### src/rtl/qpm_pkg.sv
// shared types, constants and helpers for the quad pid motor mixer
`timescale 1ns / 1ps

package qpm_pkg;

	// field and datapath widths
	localparam int STICK_W = 12;
	localparam int ANGLE_W = 17;
	localparam int GAIN_W  = 16;
	localparam int MOTOR_W = 12;
	localparam int ERR_W   = 18;
	localparam int DIF_W   = 19;
	localparam int SUM_W   = 32;
	localparam int ACC_W   = 18;
	localparam int TERM_W  = 16;
	localparam int MUL_A_W = 23;
	localparam int MUL_B_W = 33;
	localparam int PROD_W  = MUL_A_W + 1 + MUL_B_W;
	localparam int STEP_W  = 3;
	localparam int CFG_IDX_W = 3;

	// stick center and reciprocal of 100/768 scaled by 2^TGT_SHIFT, rounded up
	localparam logic [STICK_W-1:0] STICK_CENTER = 12'd1500;
	localparam logic [MUL_A_W-1:0] TGT_RECIP    = 23'd8053064;
	localparam int                 TGT_SHIFT    = 20;
	localparam int                 TGT_MAG_W    = 15;

	// last step of the multiply schedule
	localparam logic [STEP_W-1:0] LAST_STEP = 3'd7;

	// register indexes
	localparam logic [CFG_IDX_W-1:0] REG_KP        = 3'd0;
	localparam logic [CFG_IDX_W-1:0] REG_KI        = 3'd1;
	localparam logic [CFG_IDX_W-1:0] REG_KD        = 3'd2;
	localparam logic [CFG_IDX_W-1:0] REG_MOTOR_MIN = 3'd3;
	localparam logic [CFG_IDX_W-1:0] REG_MOTOR_MAX = 3'd4;

	// register reset values
	localparam logic [GAIN_W-1:0]  RESET_KP        = 16'd896;
	localparam logic [GAIN_W-1:0]  RESET_KI        = 16'd0;
	localparam logic [GAIN_W-1:0]  RESET_KD        = 16'd7680;
	localparam logic [MOTOR_W-1:0] RESET_MOTOR_MIN = 12'd1000;
	localparam logic [MOTOR_W-1:0] RESET_MOTOR_MAX = 12'd2000;

	// multiply operations, in schedule order
	typedef enum logic [1:0] {
		OP_TGT,
		OP_P,
		OP_I,
		OP_D
	} mul_op_t;

	typedef enum logic [1:0] {
		ST_IDLE,
		ST_RUN,
		ST_DRAIN,
		ST_MIX
	} fsm_state_t;

	// tag that travels with a product
	typedef struct packed {
		logic    vld;
		mul_op_t op;
		logic    axis;
	} mul_tag_t;

	// sequencer to datapath controls
	typedef struct packed {
		logic    ready;
		logic    take;
		logic    issue;
		mul_op_t op;
		logic    axis;
		logic    emit;
	} seq_ctrl_t;

	// saturate an accumulated pid value to 16 signed bits
	function automatic logic signed [TERM_W-1:0] sat_acc(input logic signed [ACC_W-1:0] v);
		logic [ACC_W-TERM_W:0] hi;
		logic                  fits;
		hi   = v[ACC_W-1:TERM_W-1];
		fits = (&hi) | (~|hi);
		if (fits) begin
			return v[TERM_W-1:0];
		end
		return v[ACC_W-1] ? 16'sh8000 : 16'sh7fff;
	endfunction

endpackage

### src/rtl/qpm_mul.sv
// shared registered multiplier with operation tag
`timescale 1ns / 1ps

module qpm_mul
	import qpm_pkg::*;
(
	input  logic                      clk,
	input  logic                      arst_n,
	input  logic                      go,
	input  mul_op_t                   op,
	input  logic                      axis,
	input  logic [MUL_A_W-1:0]        a,
	input  logic signed [MUL_B_W-1:0] b,
	output logic signed [PROD_W-1:0]  prod_s1,
	output mul_tag_t                  tag_s1
);

	logic signed [PROD_W-1:0] prod;

	// unsigned a times signed b
	assign prod = $signed({1'b0, a}) * b;

	// product register
	always_ff @(posedge clk) begin
		if (go) begin
			prod_s1 <= prod;
		end
	end

	// tag register
	always_ff @(posedge clk or negedge arst_n) begin
		if (!arst_n) begin
			tag_s1 <= '{vld: 1'b0, op: OP_TGT, axis: 1'b0};
		end else begin
			tag_s1 <= '{vld: go, op: op, axis: axis};
		end
	end

endmodule

### src/rtl/qpm_seq.sv
// sequencer that schedules the shared multiplier and the output write
`timescale 1ns / 1ps

module qpm_seq
	import qpm_pkg::*;
(
	input  logic      clk,
	input  logic      arst_n,
	input  logic      in_valid,
	input  logic      out_free,
	output seq_ctrl_t ctrl
);

	fsm_state_t        state_q;
	fsm_state_t        state_nxt;
	logic [STEP_W-1:0] step_q;
	logic              take;

	assign take = in_valid && ((state_q == ST_IDLE) || ((state_q == ST_MIX) && out_free));

	// next state
	always_comb begin
		state_nxt = state_q;
		case (state_q)
			ST_IDLE: begin
				if (take) begin
					state_nxt = ST_RUN;
				end
			end
			ST_RUN: begin
				if (step_q == LAST_STEP) begin
					state_nxt = ST_DRAIN;
				end
			end
			ST_DRAIN: begin
				state_nxt = ST_MIX;
			end
			ST_MIX: begin
				if (out_free) begin
					state_nxt = take ? ST_RUN : ST_IDLE;
				end
			end
			default: begin
				state_nxt = ST_IDLE;
			end
		endcase
	end

	// outputs
	always_comb begin
		ctrl.ready = 1'b0;
		ctrl.take  = take;
		ctrl.issue = 1'b0;
		ctrl.op    = mul_op_t'(step_q[2:1]);
		ctrl.axis  = step_q[0];
		ctrl.emit  = 1'b0;
		case (state_q)
			ST_IDLE: begin
				ctrl.ready = 1'b1;
			end
			ST_RUN: begin
				ctrl.issue = 1'b1;
			end
			ST_DRAIN: begin
				ctrl.issue = 1'b0;
			end
			ST_MIX: begin
				ctrl.ready = out_free;
				ctrl.emit  = out_free;
			end
			default: begin
				ctrl.ready = 1'b0;
			end
		endcase
	end

	// state and step counter
	always_ff @(posedge clk or negedge arst_n) begin
		if (!arst_n) begin
			state_q <= ST_IDLE;
			step_q  <= '0;
		end else begin
			state_q <= state_nxt;
			if (state_q == ST_RUN) begin
				step_q <= step_q + 1'b1;
			end else begin
				step_q <= '0;
			end
		end
	end

`ifndef SYNTHESIS
	a_run_ends_in_drain: assert property (@(posedge clk) disable iff (!arst_n)
		(state_q == ST_RUN && step_q == LAST_STEP) |=> (state_q == ST_DRAIN))
		else $error("multiply schedule did not end in drain");
	a_drain_to_mix: assert property (@(posedge clk) disable iff (!arst_n)
		(state_q == ST_DRAIN) |=> (state_q == ST_MIX && step_q == '0))
		else $error("drain not followed by mix");
	a_take_starts_run: assert property (@(posedge clk) disable iff (!arst_n)
		take |=> (state_q == ST_RUN && step_q == '0))
		else $error("accepted item did not start the schedule");
`endif

endmodule

### src/rtl/qpm_mix.sv
// x-frame mixer with motor clamp
`timescale 1ns / 1ps

module qpm_mix
	import qpm_pkg::*;
(
	input  logic [STICK_W-1:0]      thr,
	input  logic signed [ACC_W-1:0] pitch_acc,
	input  logic signed [ACC_W-1:0] roll_acc,
	input  logic [MOTOR_W-1:0]      motor_min,
	input  logic [MOTOR_W-1:0]      motor_max,
	output logic [MOTOR_W-1:0]      front_left,
	output logic [MOTOR_W-1:0]      front_right,
	output logic [MOTOR_W-1:0]      rear_left,
	output logic [MOTOR_W-1:0]      rear_right
);

	localparam int MIX_W = TERM_W + 3;

	logic signed [TERM_W-1:0] p;
	logic signed [TERM_W-1:0] r;
	logic signed [MIX_W-1:0]  t;
	logic signed [MIX_W-1:0]  pe;
	logic signed [MIX_W-1:0]  re;

	// lower clamp first, then upper clamp
	function automatic logic [MOTOR_W-1:0] clamp(input logic signed [MIX_W-1:0] v,
			input logic [MOTOR_W-1:0] lo, input logic [MOTOR_W-1:0] hi);
		logic signed [MIX_W-1:0] x;
		x = v;
		if (x < $signed({{(MIX_W-MOTOR_W){1'b0}}, lo})) begin
			x = $signed({{(MIX_W-MOTOR_W){1'b0}}, lo});
		end
		if (x > $signed({{(MIX_W-MOTOR_W){1'b0}}, hi})) begin
			x = $signed({{(MIX_W-MOTOR_W){1'b0}}, hi});
		end
		return x[MOTOR_W-1:0];
	endfunction

	// saturated pid outputs
	assign p  = sat_acc(pitch_acc);
	assign r  = sat_acc(roll_acc);
	assign t  = $signed({{(MIX_W-STICK_W){1'b0}}, thr});
	assign pe = {{(MIX_W-TERM_W){p[TERM_W-1]}}, p};
	assign re = {{(MIX_W-TERM_W){r[TERM_W-1]}}, r};

	// four motors
	assign front_left  = clamp(t - pe + re, motor_min, motor_max);
	assign front_right = clamp(t - pe - re, motor_min, motor_max);
	assign rear_left   = clamp(t + pe + re, motor_min, motor_max);
	assign rear_right  = clamp(t + pe - re, motor_min, motor_max);

endmodule

### src/rtl/quad_pid_motor_mixer.sv
// top level: two-axis pid attitude controller and x-frame motor mixer
// schedule: eight products go through one shared multiplier, then the drain and mix states follow;
//   the next item is taken in the mix state, once the output is free
// reset: gains and motor limits to defaults, error history and sums to zero, output empty
`timescale 1ns / 1ps

module quad_pid_motor_mixer
	import qpm_pkg::*;
(
	input  logic                        clk,
	input  logic                        arst_n,
	input  logic                        in_valid,
	output logic                        in_stall,
	input  logic [STICK_W-1:0]          throttle_stick,
	input  logic [STICK_W-1:0]          pitch_stick,
	input  logic [STICK_W-1:0]          roll_stick,
	input  logic signed [ANGLE_W-1:0]   pitch_angle,
	input  logic signed [ANGLE_W-1:0]   roll_angle,
	output logic                        out_valid,
	input  logic                        out_stall,
	output logic [MOTOR_W-1:0]          motor_front_left,
	output logic [MOTOR_W-1:0]          motor_front_right,
	output logic [MOTOR_W-1:0]          motor_rear_left,
	output logic [MOTOR_W-1:0]          motor_rear_right,
	input  logic                        cfg_valid,
	output logic                        cfg_ready,
	input  logic [CFG_IDX_W-1:0]        cfg_index,
	input  logic [GAIN_W-1:0]           cfg_data
);

	localparam int QUO_W = PROD_W - 16;

	seq_ctrl_t ctrl;
	logic      out_free;
	logic      out_valid_q;

	// configuration
	logic [GAIN_W-1:0]  kp_q;
	logic [GAIN_W-1:0]  ki_q;
	logic [GAIN_W-1:0]  kd_q;
	logic [MOTOR_W-1:0] motor_min_q;
	logic [MOTOR_W-1:0] motor_max_q;

	// latched item
	logic [STICK_W-1:0]        thr_q;
	logic [STICK_W-1:0]        p_stick_q;
	logic [STICK_W-1:0]        r_stick_q;
	logic signed [ANGLE_W-1:0] p_angle_q;
	logic signed [ANGLE_W-1:0] r_angle_q;

	// per-axis state
	logic signed [ERR_W-1:0] p_err_q;
	logic signed [ERR_W-1:0] r_err_q;
	logic signed [ERR_W-1:0] p_prev_q;
	logic signed [ERR_W-1:0] r_prev_q;
	logic signed [SUM_W-1:0] p_sum_q;
	logic signed [SUM_W-1:0] r_sum_q;
	logic signed [DIF_W-1:0] p_dif_q;
	logic signed [DIF_W-1:0] r_dif_q;
	logic signed [ACC_W-1:0] p_acc_q;
	logic signed [ACC_W-1:0] r_acc_q;

	// output register
	logic [MOTOR_W-1:0] fl_q;
	logic [MOTOR_W-1:0] fr_q;
	logic [MOTOR_W-1:0] rl_q;
	logic [MOTOR_W-1:0] rr_q;
	logic [MOTOR_W-1:0] fl_mix;
	logic [MOTOR_W-1:0] fr_mix;
	logic [MOTOR_W-1:0] rl_mix;
	logic [MOTOR_W-1:0] rr_mix;

	// issue side
	logic [STICK_W-1:0]         cur_stick;
	logic signed [ERR_W-1:0]    cur_err;
	logic signed [ERR_W-1:0]    cur_prev;
	logic signed [SUM_W-1:0]    cur_sum;
	logic signed [DIF_W-1:0]    cur_dif;
	logic signed [STICK_W:0]    stick_d;
	logic signed [STICK_W:0]    stick_d_neg;
	logic [STICK_W-1:0]         stick_abs;
	logic signed [SUM_W:0]      sum_wide;
	logic signed [SUM_W-1:0]    sum_sat;
	logic signed [DIF_W-1:0]    dif_new;
	logic [MUL_A_W-1:0]         mul_a;
	logic signed [MUL_B_W-1:0]  mul_b;

	// product side
	logic signed [PROD_W-1:0]   prod_s1;
	mul_tag_t                   tag_s1;
	logic [STICK_W-1:0]         rsp_stick;
	logic signed [ANGLE_W-1:0]  rsp_angle;
	logic signed [ACC_W-1:0]    rsp_acc;
	logic [TGT_MAG_W-1:0]       tgt_mag;
	logic signed [TERM_W-1:0]   tgt;
	logic signed [ERR_W-1:0]    err_new;
	logic signed [PROD_W-1:0]   prod_adj;
	logic signed [QUO_W-1:0]    quo;
	logic [QUO_W-TERM_W:0]      quo_hi;
	logic signed [TERM_W-1:0]   term;
	logic signed [ACC_W-1:0]    term_ext;
	logic signed [ACC_W-1:0]    acc_new;

	// handshakes
	assign in_stall  = !ctrl.ready;
	assign cfg_ready = 1'b1;
	assign out_free  = !out_valid_q || !out_stall;
	assign out_valid = out_valid_q;

	assign motor_front_left  = fl_q;
	assign motor_front_right = fr_q;
	assign motor_rear_left   = rl_q;
	assign motor_rear_right  = rr_q;

	qpm_seq u_seq (
		.clk      (clk),
		.arst_n   (arst_n),
		.in_valid (in_valid),
		.out_free (out_free),
		.ctrl     (ctrl)
	);

	// configuration writes
	always_ff @(posedge clk or negedge arst_n) begin
		if (!arst_n) begin
			kp_q        <= RESET_KP;
			ki_q        <= RESET_KI;
			kd_q        <= RESET_KD;
			motor_min_q <= RESET_MOTOR_MIN;
			motor_max_q <= RESET_MOTOR_MAX;
		end else if (cfg_valid) begin
			case (cfg_index)
				REG_KP:        kp_q        <= cfg_data;
				REG_KI:        ki_q        <= cfg_data;
				REG_KD:        kd_q        <= cfg_data;
				REG_MOTOR_MIN: motor_min_q <= cfg_data[MOTOR_W-1:0];
				REG_MOTOR_MAX: motor_max_q <= cfg_data[MOTOR_W-1:0];
				default: begin
				end
			endcase
		end
	end

	// input latch on transfer
	always_ff @(posedge clk) begin
		if (ctrl.take) begin
			thr_q     <= throttle_stick;
			p_stick_q <= pitch_stick;
			r_stick_q <= roll_stick;
			p_angle_q <= pitch_angle;
			r_angle_q <= roll_angle;
		end
	end

	// operand select for the scheduled axis
	assign cur_stick = ctrl.axis ? r_stick_q : p_stick_q;
	assign cur_err   = ctrl.axis ? r_err_q   : p_err_q;
	assign cur_prev  = ctrl.axis ? r_prev_q  : p_prev_q;
	assign cur_sum   = ctrl.axis ? r_sum_q   : p_sum_q;
	assign cur_dif   = ctrl.axis ? r_dif_q   : p_dif_q;

	// stick offset magnitude
	assign stick_d     = $signed({1'b0, cur_stick}) - $signed({1'b0, STICK_CENTER});
	assign stick_d_neg = -stick_d;
	assign stick_abs   = stick_d[STICK_W] ? stick_d_neg[STICK_W-1:0] : stick_d[STICK_W-1:0];

	// saturating error sum and error difference
	assign sum_wide = {cur_sum[SUM_W-1], cur_sum} + {{(SUM_W+1-ERR_W){cur_err[ERR_W-1]}}, cur_err};
	assign sum_sat  = (sum_wide[SUM_W] != sum_wide[SUM_W-1]) ?
		(sum_wide[SUM_W] ? 32'sh80000000 : 32'sh7fffffff) : sum_wide[SUM_W-1:0];
	assign dif_new  = {cur_err[ERR_W-1], cur_err} - {cur_prev[ERR_W-1], cur_prev};

	// multiplier operands
	always_comb begin
		mul_a = '0;
		mul_b = '0;
		case (ctrl.op)
			OP_TGT: begin
				mul_a = TGT_RECIP;
				mul_b = $signed({{(MUL_B_W-STICK_W){1'b0}}, stick_abs});
			end
			OP_P: begin
				mul_a = {{(MUL_A_W-GAIN_W){1'b0}}, kp_q};
				mul_b = {{(MUL_B_W-ERR_W){cur_err[ERR_W-1]}}, cur_err};
			end
			OP_I: begin
				mul_a = {{(MUL_A_W-GAIN_W){1'b0}}, ki_q};
				mul_b = {{(MUL_B_W-SUM_W){cur_sum[SUM_W-1]}}, cur_sum};
			end
			OP_D: begin
				mul_a = {{(MUL_A_W-GAIN_W){1'b0}}, kd_q};
				mul_b = {{(MUL_B_W-DIF_W){cur_dif[DIF_W-1]}}, cur_dif};
			end
			default: begin
				mul_a = '0;
			end
		endcase
	end

	qpm_mul u_mul (
		.clk     (clk),
		.arst_n  (arst_n),
		.go      (ctrl.issue),
		.op      (ctrl.op),
		.axis    (ctrl.axis),
		.a       (mul_a),
		.b       (mul_b),
		.prod_s1 (prod_s1),
		.tag_s1  (tag_s1)
	);

	// history update when the proportional product is issued
	always_ff @(posedge clk or negedge arst_n) begin
		if (!arst_n) begin
			p_prev_q <= '0;
			r_prev_q <= '0;
			p_sum_q  <= '0;
			r_sum_q  <= '0;
		end else if (ctrl.issue && ctrl.op == OP_P) begin
			if (ctrl.axis) begin
				r_sum_q  <= sum_sat;
				r_prev_q <= cur_err;
			end else begin
				p_sum_q  <= sum_sat;
				p_prev_q <= cur_err;
			end
		end
	end

	always_ff @(posedge clk) begin
		if (ctrl.issue && ctrl.op == OP_P) begin
			if (ctrl.axis) begin
				r_dif_q <= dif_new;
			end else begin
				p_dif_q <= dif_new;
			end
		end
	end

	// product side select
	assign rsp_stick = tag_s1.axis ? r_stick_q : p_stick_q;
	assign rsp_angle = tag_s1.axis ? r_angle_q : p_angle_q;
	assign rsp_acc   = tag_s1.axis ? r_acc_q   : p_acc_q;

	// target angle and error
	assign tgt_mag = prod_s1[TGT_SHIFT+TGT_MAG_W-1:TGT_SHIFT];
	assign tgt     = (rsp_stick < STICK_CENTER) ? -$signed({1'b0, tgt_mag}) :
		$signed({1'b0, tgt_mag});
	assign err_new = {rsp_angle[ANGLE_W-1], rsp_angle} -
		{{(ERR_W-TERM_W){tgt[TERM_W-1]}}, tgt};

	// pid term: divide by 65536 toward zero, saturate to 16 bits
	assign prod_adj = prod_s1 + $signed({{(PROD_W-16){1'b0}}, {16{prod_s1[PROD_W-1]}}});
	assign quo      = prod_adj[PROD_W-1:16];
	assign quo_hi   = quo[QUO_W-1:TERM_W-1];
	assign term     = ((&quo_hi) | (~|quo_hi)) ? quo[TERM_W-1:0] :
		(quo[QUO_W-1] ? 16'sh8000 : 16'sh7fff);
	assign term_ext = {{(ACC_W-TERM_W){term[TERM_W-1]}}, term};
	assign acc_new  = (tag_s1.op == OP_P) ? term_ext : rsp_acc + term_ext;

	// error and accumulator writes from the product
	always_ff @(posedge clk) begin
		if (tag_s1.vld) begin
			case (tag_s1.op)
				OP_TGT: begin
					if (tag_s1.axis) begin
						r_err_q <= err_new;
					end else begin
						p_err_q <= err_new;
					end
				end
				OP_P, OP_I, OP_D: begin
					if (tag_s1.axis) begin
						r_acc_q <= acc_new;
					end else begin
						p_acc_q <= acc_new;
					end
				end
				default: begin
				end
			endcase
		end
	end

	qpm_mix u_mix (
		.thr         (thr_q),
		.pitch_acc   (p_acc_q),
		.roll_acc    (r_acc_q),
		.motor_min   (motor_min_q),
		.motor_max   (motor_max_q),
		.front_left  (fl_mix),
		.front_right (fr_mix),
		.rear_left   (rl_mix),
		.rear_right  (rr_mix)
	);

	// output register
	always_ff @(posedge clk) begin
		if (ctrl.emit) begin
			fl_q <= fl_mix;
			fr_q <= fr_mix;
			rl_q <= rl_mix;
			rr_q <= rr_mix;
		end
	end

	always_ff @(posedge clk or negedge arst_n) begin
		if (!arst_n) begin
			out_valid_q <= 1'b0;
		end else if (ctrl.emit) begin
			out_valid_q <= 1'b1;
		end else if (!out_stall) begin
			out_valid_q <= 1'b0;
		end
	end

`ifndef SYNTHESIS
	a_busy_after_take: assert property (@(posedge clk) disable iff (!arst_n)
		(in_valid && !in_stall) |=> in_stall)
		else $error("input taken again while an item is in work");
	a_emit_no_overwrite: assert property (@(posedge clk) disable iff (!arst_n)
		ctrl.emit |-> (!out_valid_q || !out_stall))
		else $error("result written over a pending transfer");
	a_valid_from_emit: assert property (@(posedge clk) disable iff (!arst_n)
		$rose(out_valid) |-> $past(ctrl.emit))
		else $error("output valid without a mix write");
`endif

endmodule
### config.mk
export PLATFORM = sky130hd
export DESIGN_NAME = quad_pid_motor_mixer
export DESIGN_NICKNAME = d
export VERILOG_FILES = /design/src/rtl/qpm_pkg.sv /design/src/rtl/qpm_mul.sv /design/src/rtl/qpm_seq.sv /design/src/rtl/qpm_mix.sv /design/src/rtl/quad_pid_motor_mixer.sv
export SDC_FILE = /design/constraint.sdc
export NUM_CORES = 2
export LEC_CHECK = 0
export BUFFER_PORTS_ARGS = -buffer_cell sky130_fd_sc_hd__buf_4
export CAP_MARGIN = 10
export CORE_MARGIN = 10
export CORE_UTILIZATION = 54
export CTS_BUF_LIST = sky130_fd_sc_hd__clkbuf_4 sky130_fd_sc_hd__clkbuf_8 sky130_fd_sc_hd__clkbuf_16
export CTS_CLUSTER_DIAMETER = 120
export CTS_CLUSTER_SIZE = 10
export DETAILED_ROUTE_END_ITERATION = 12
export MAX_ROUTING_LAYER = met4
export PLACE_DENSITY = 0.73
export SLEW_MARGIN = 20
export SYNTH_ARGS = -nofsm -noshare
export SYNTH_HDL_FRONTEND = slang
export SYNTH_SLANG_ARGS = --single-unit
### constraint.sdc
create_clock -name clk -period 13.3 [get_ports clk]
set_input_delay 2.66 -clock clk [delete_from_list [all_inputs] [get_ports clk]]
set_output_delay 2.66 -clock clk [all_outputs]
set_load 0.05 [all_outputs]
# Word level (Yosys, flattened, before mapping)
# Cells that the tools add are included.
# totals
output_inout_bits	51
register_bits	467
word_cells	158
input_bits	94
# classes
n_eq_ne	19
mul	1
add_sub_neg	15
n_bitwise	5
mux	44
magnitude_cmp	9
reduce_logical	34
# ops
cell	count
16-bit two-way mux	9
33-bit one-hot mux with 4 select lines	1
32-bit two-way mux	3
19-bit two-way mux	5
23-bit one-hot mux with 4 select lines	1
12-bit two-way mux	7
19-bit by 13-bit greater-than comparator with 1-bit output	4
19-bit by 13-bit < comparator with 1-bit output	4
18-bit two-way mux	4
57-bit by 17-bit adder with 57-bit output	1
24-bit by 33-bit multiplier with 57-bit output	1
17-bit by 16-bit subtractor with 18-bit output	3
17-bit by 16-bit adder with 18-bit output	2
32-bit by 18-bit adder with 33-bit output	1
26-bit AND reduction	1
26-bit OR reduction	1
3-bit AND reduction	7
18-bit by 18-bit subtractor with 19-bit output	1
18-bit by 16-bit adder with 18-bit output	1
13-bit by 16-bit adder with 17-bit output	1
17-bit two-way mux	1
13-bit by 16-bit subtractor with 17-bit output	1
15-bit negator with 16-bit output	1
2-bit AND reduction	7
24 further kinds	59

# Longest topological paths before layout
# depth
word_depth	11
depth_mapped	45
mapped_depth_nobuf	40

# Hierarchy
# Synthesis repeated with hierarchy kept, for this count alone.
# hier_totals
hier_cells	6317
hier_area_um2	60854.6
# modules_own_cells
mod	seq_area_each_um2	area_per_inst_um2	n_inst	cells_per_inst
qpm_mul	1811.7	29404.5	1	3103
quad_pid_motor_mixer	11199.5	22634.2	1	2018
qpm_mix	0.0	8473.1	1	1165
qpm_seq	125.1	342.8	1	31

# Least setup slack after synthesis
# Ideal clock, no wire load.
# synth_path
path_kind	register to register
start	register u_seq.step_q[0]
end	register u_mul.prod_s1[55] (data pin)
stages_incl_launch_ff	41
arrival_ns	9.663
t_required_ns	13.036
setup_ns	0.264
path_slack_ns	3.373
synth_period_minus_slack_ns	9.927
path_buffers	3
path_cell_list	dfrtp_1 -> buf_2 -> mux2i_1 -> inv_1 -> ha_1 -> a211oi_1 -> a221oi_1 -> a21o_1 -> a211o_1 -> and2_1 -> buf_2 -> or3_1 -> a31oi_1 -> a31o_2 -> buf_2 -> nand2_1 -> fa_1 -> inv_1 -> [... 5 more ...] -> inv_1 -> fa_1 -> inv_1 -> fa_1 -> inv_1 -> fa_1 -> inv_1 -> ha_1 -> a21oi_1 -> nor2b_1 -> a2111oi_1 -> a2111oi_0 -> or2_2 -> a41o_1 -> o41ai_2 -> o21ai_1 -> a221oi_1 -> xnor2_1
# synth_via
elab_chain_cells	6
elab_cells_between_ends	9
cone_classes	add/sub (2); mul (1); mux (6)
# synth_lines
element	line_no	source
start: declaration	qpm_seq.sv:16	logic [STEP_W-1:0] step_q;
start signal: assignment	qpm_seq.sv:85	step_q <= step_q + 1'b1;
12-bit two-way mux	quad_pid_motor_mixer.sv:156	assign cur_stick = ctrl.axis ? r_stick_q : p_stick_q;
12-bit by 11-bit subtractor with 13-bit output	quad_pid_motor_mixer.sv:163	assign stick_d = $signed({1'b0, cur_stick}) - $signed({1'b0, STICK_CENTER});
12-bit negator	quad_pid_motor_mixer.sv:164	assign stick_d_neg = -stick_d;
12-bit two-way mux	quad_pid_motor_mixer.sv:165	assign stick_abs = stick_d[STICK_W] ? stick_d_neg[STICK_W-1:0] : stick_d[STICK_W-1:0];
33-bit one-hot mux with 4 select lines (*)	quad_pid_motor_mixer.sv:177	case (ctrl.op)
24-bit by 33-bit multiplier with 57-bit output (*)	qpm_mul.sv:21	assign prod = $signed({1'b0, a}) * b;
via u_mul.prod[55]	qpm_mul.sv:18	logic signed [PROD_W-1:0] prod;
end signal: assignment	qpm_mul.sv:26	prod_s1 <= prod;
end: declaration	qpm_mul.sv:14	output logic signed [PROD_W-1:0] prod_s1,
# Mark *: on every way through the listed nets, which the timed path passes. The rest lies on a longest branch.
# A chain may end at the register's enable or synchronous reset.

# Worst setup path in the final report
# Same ends and word-level chain as after synthesis.

==> run_results.csv <==
group,metric,value,unit
worst_setup_path,max_stage_delay,0.64,ns
floorplan,die_x,343,um
worst_hold_path,min_path_type,"flip-flop to flip-flop",
placed_design,dp_cells,7410,
global_route,grt_pass1_vias,43168,
worst_setup_path,arrival,11.64,ns
sta,max_slew_margin,17.9,%
clocking,post_cts_buffers,0,
clocking,cts_resized,0,
placed_design,dpl.hpwl,124,mm
yosys,yosysSeqAreaShare,23.3,%
final_layout,design_area,60900,um2
placed_design,dpl_worst_slack,2.13,ns
sta,drv_slew,0,
worst_setup_path,slowest_stage,"a221o_1",
detailed_routing,vias,43003,
sta,finalCriticalPeriod,11.28,ns
global_route,grt_pass1_wl,244,mm
run,drv_cap,0,
detailed_routing,drt-pass1-iter-count,6,
yosys,ys.flop_type,"edfxtp_1",
yosys,synthArstFlopShare,39.0,%
placed_design,place_area,59200,um2
sta,setup_ws,2.02,ns
floorplan,core_area,104000,um2
yosys,netlist.area_leader.share,24.2,%
yosys,synth_area_leaders,"fa_1 (24%), edfxtp_1 (15%), ha_1 (10%), dfrtp_1 (7.2%), inv_1 (6.8%)",
placed_design,portBuffers,143,
clocking,clockBufferDepth,3,
global_route,antenna_found_initial,2,
detailed_routing,ant_nets,0,
global_route,grt_usage,26.9,%
yosys,synth_warnings,0,
sta,finalSetupTns,0,ns
clocking,holdBufCountCts,0,
floorplan,initial_core_util,54.4,%
sta,finalSetupViolCount,0,
clocking,cts_sinks,467,
clocking,clk_pin_slew,0.06,ns
final_layout,fin_cells,7510,
detailed_routing,viasPerCell,5.73,
floorplan,die_h,343,um
yosys,synth_edf_count,285,
placed_design,place.gp.congestion,0.993,
worst_setup_path,start_kind,"flip-flop",
floorplan,num_rows,118,
final_layout,area_growth,7.95,%
sta,max_freq,88.7,MHz
yosys,synth_cells,5959,
worst_setup_path,endpoint_kind,"flip-flop",
sta,rsz0062_at_grt,"no",
detailed_routing,drtIter0Drc,3622,
clocking,h-tree-depth,2,
worst_setup_path,crit_type,"flip-flop to flip-flop",
final_layout,final_net_count,7332,
yosys,syn_area_per_cell,9.47,um2
detailed_routing,routedWlPerCell,20.5,um
yosys,synth_largest_area_cell,"fa_1",
global_route,grt-ovfl-total,0,
sta,fin_crit_sh,84.8,%
sta,worst_pin_slew,1.22,ns
worst_setup_path,crit_required,13.66,ns
clocking,cts_tree,"done",
final_layout,drive_gt1_share,9.89,%
worst_setup_path,path_max_fanout,16,
floorplan,die_area,118000,um2
yosys,synth_area,56400,um2
sta,fin_worst_skew,0.0373,ns
global_route,grt_max_degree,118,
outcome,status,"finished clean",
clocking,clk_latency,0.65,ns
clocking,cts_root_buffer,"clkbuf_16",
yosys,synth.ff_latch_count,467,
detailed_routing,drc,0,
worst_setup_path,path_common_cell,"inv_1",
sta,hold_violations,0,
detailed_routing,wirelength,154,mm
yosys,ys_types,109,
floorplan,ios,145,
clocking,cts_buffers,52,
[logic make-up after synthesis]
family                   Yosys count  share of synthesized area (%)
AND/OR/NAND/NOR                 1561                           12.6
multiplexers                     295                           5.69
flip-flops                       467                           23.3
adder cells (fa/ha/maj)         1158                           34.7
AO/OA/AOI/OAI                    986                           11.4
other                              2                         0.0133
XOR/XNOR                         239                           3.71
buffers and inverters           1251                           8.57
[path summary, 6_finish.rpt]
kind	startpoint	end	slack [ns]	depth (start not counted)
min in group asynchronous	arst_n	r_prev_q[4]	2.15	1
hold reg to reg	p_sum_q[31]	p_sum_q[31]	0.48	2
hold / removal	p_sum_q[31]	p_sum_q[31]	0.48	2
setup / recovery	u_seq.step_q[0]	u_mul.prod_s1[55]	2.02	38
setup reg to reg	u_seq.step_q[0]	u_mul.prod_s1[55]	2.02	38
max in group asynchronous	arst_n	u_mul.tag_s1[3]	9.55	2
[critical path: cells and delay by family, from the launching register on]
family | cells | cell delay [ns]
adder cells (fa/ha/maj) | 9 | 4.09
AND/OR/NAND/NOR | 5 | 1.16
buffers and inverters | 8 | 0.48
AO/OA/AOI/OAI | 13 | 4.05
flip-flops | 1 | 0.54
XOR/XNOR | 2 | 0.24
multiplexers | 1 | 0.37
[placed cells by master (no fill, tap or decap), drive strengths merged, types with 106 or more instances in the layout]
cell type  count
fa           682
ha           472
buf          209
dfrtp        163
mux2i        111
mux2         182
nand2        700
o21ai        237
nor2         373
edfxtp       285
a21oi        251
xnor2        154
a21o         106
inv         1021
[routing by layer]
| layer | wire length [um] | vias to the layer above | global-route usage [%] |
|---|---|---|---|
| met2 | 70600 | 1682 | 41.6 |
| met5 | 0 | - | - |
| met1 | 65800 | 21254 | 36.2 |
| met4 | 5790 | 0 | 9.21 |
| met3 | 12100 | 324 | 4.10 |
| li1 | - | 19743 | - |
[final cells by class]
| cell class | count | area (um2) |
|---|---|---|
| Timing Repair Buffer | 210 | 1580 |
| Tap cell | 1380 | 1730 |
| Clock buffer | 93 | 1620 |
| Inverter | 1021 | 3830 |
| Multi-Input combinational cell | 4332 | 38900 |
| Antenna cell | 4 | 10.0 |
| Sequential cell | 467 | 13100 |
| Fill cell | 8935 | 42700 |
| Clock inverter | 3 | 90.1 |
[cells in the mapped netlist, drive strengths merged, types with 9 or more instances]
cell type	number
nand2	700
a31oi	44
a21oi	251
o21bai	32
xnor2	154
o21a	31
dfstp	19
nand3	77
and2	78
nand2b	42
dfrtp	163
mux2	182
mux2i	111
clkbuf	173
nor4	12
a21o	106
o22ai	12
ha	472
o41ai	11
or2	17
o311ai	9
nor2b	73
fa	682
a2111oi	11
edfxtp	285
o31ai	19
nand4	40
and4	12
nor2	373
a211oi	50
o211ai	54
and3	23
nor3	62
o21ai	237
inv	1021
a21boi	13
buf	57
or3	23
xor2	85
a22oi	11
[per-stage QoR]
step                hold WS [ns]  util [%]
floorplan                  0.385         -
global placement           0.459      57.1
detailed placement         0.465      57.1
CTS                        0.478      58.8
global route               0.504      58.8
finish                     0.478      58.8
[flip-flops by register name (all words and copies together) (netlist names), 16 cells and up]
| register | count |
|---|---|
| kd_q | 16 |
| ki_q | 16 |
| kp_q | 16 |
| p_acc_q | 18 |
| p_angle_q | 17 |
| p_dif_q | 19 |
| p_err_q | 18 |
| p_prev_q | 18 |
| p_sum_q | 32 |
| r_acc_q | 18 |
| r_angle_q | 17 |
| r_dif_q | 19 |
| r_err_q | 18 |
| r_prev_q | 18 |
| r_sum_q | 32 |
| u_mul.prod_s1 | 57 |
Power is not shown: default switching activity piles up to over one toggle a cycle in this logic, so the estimate is an artifact.
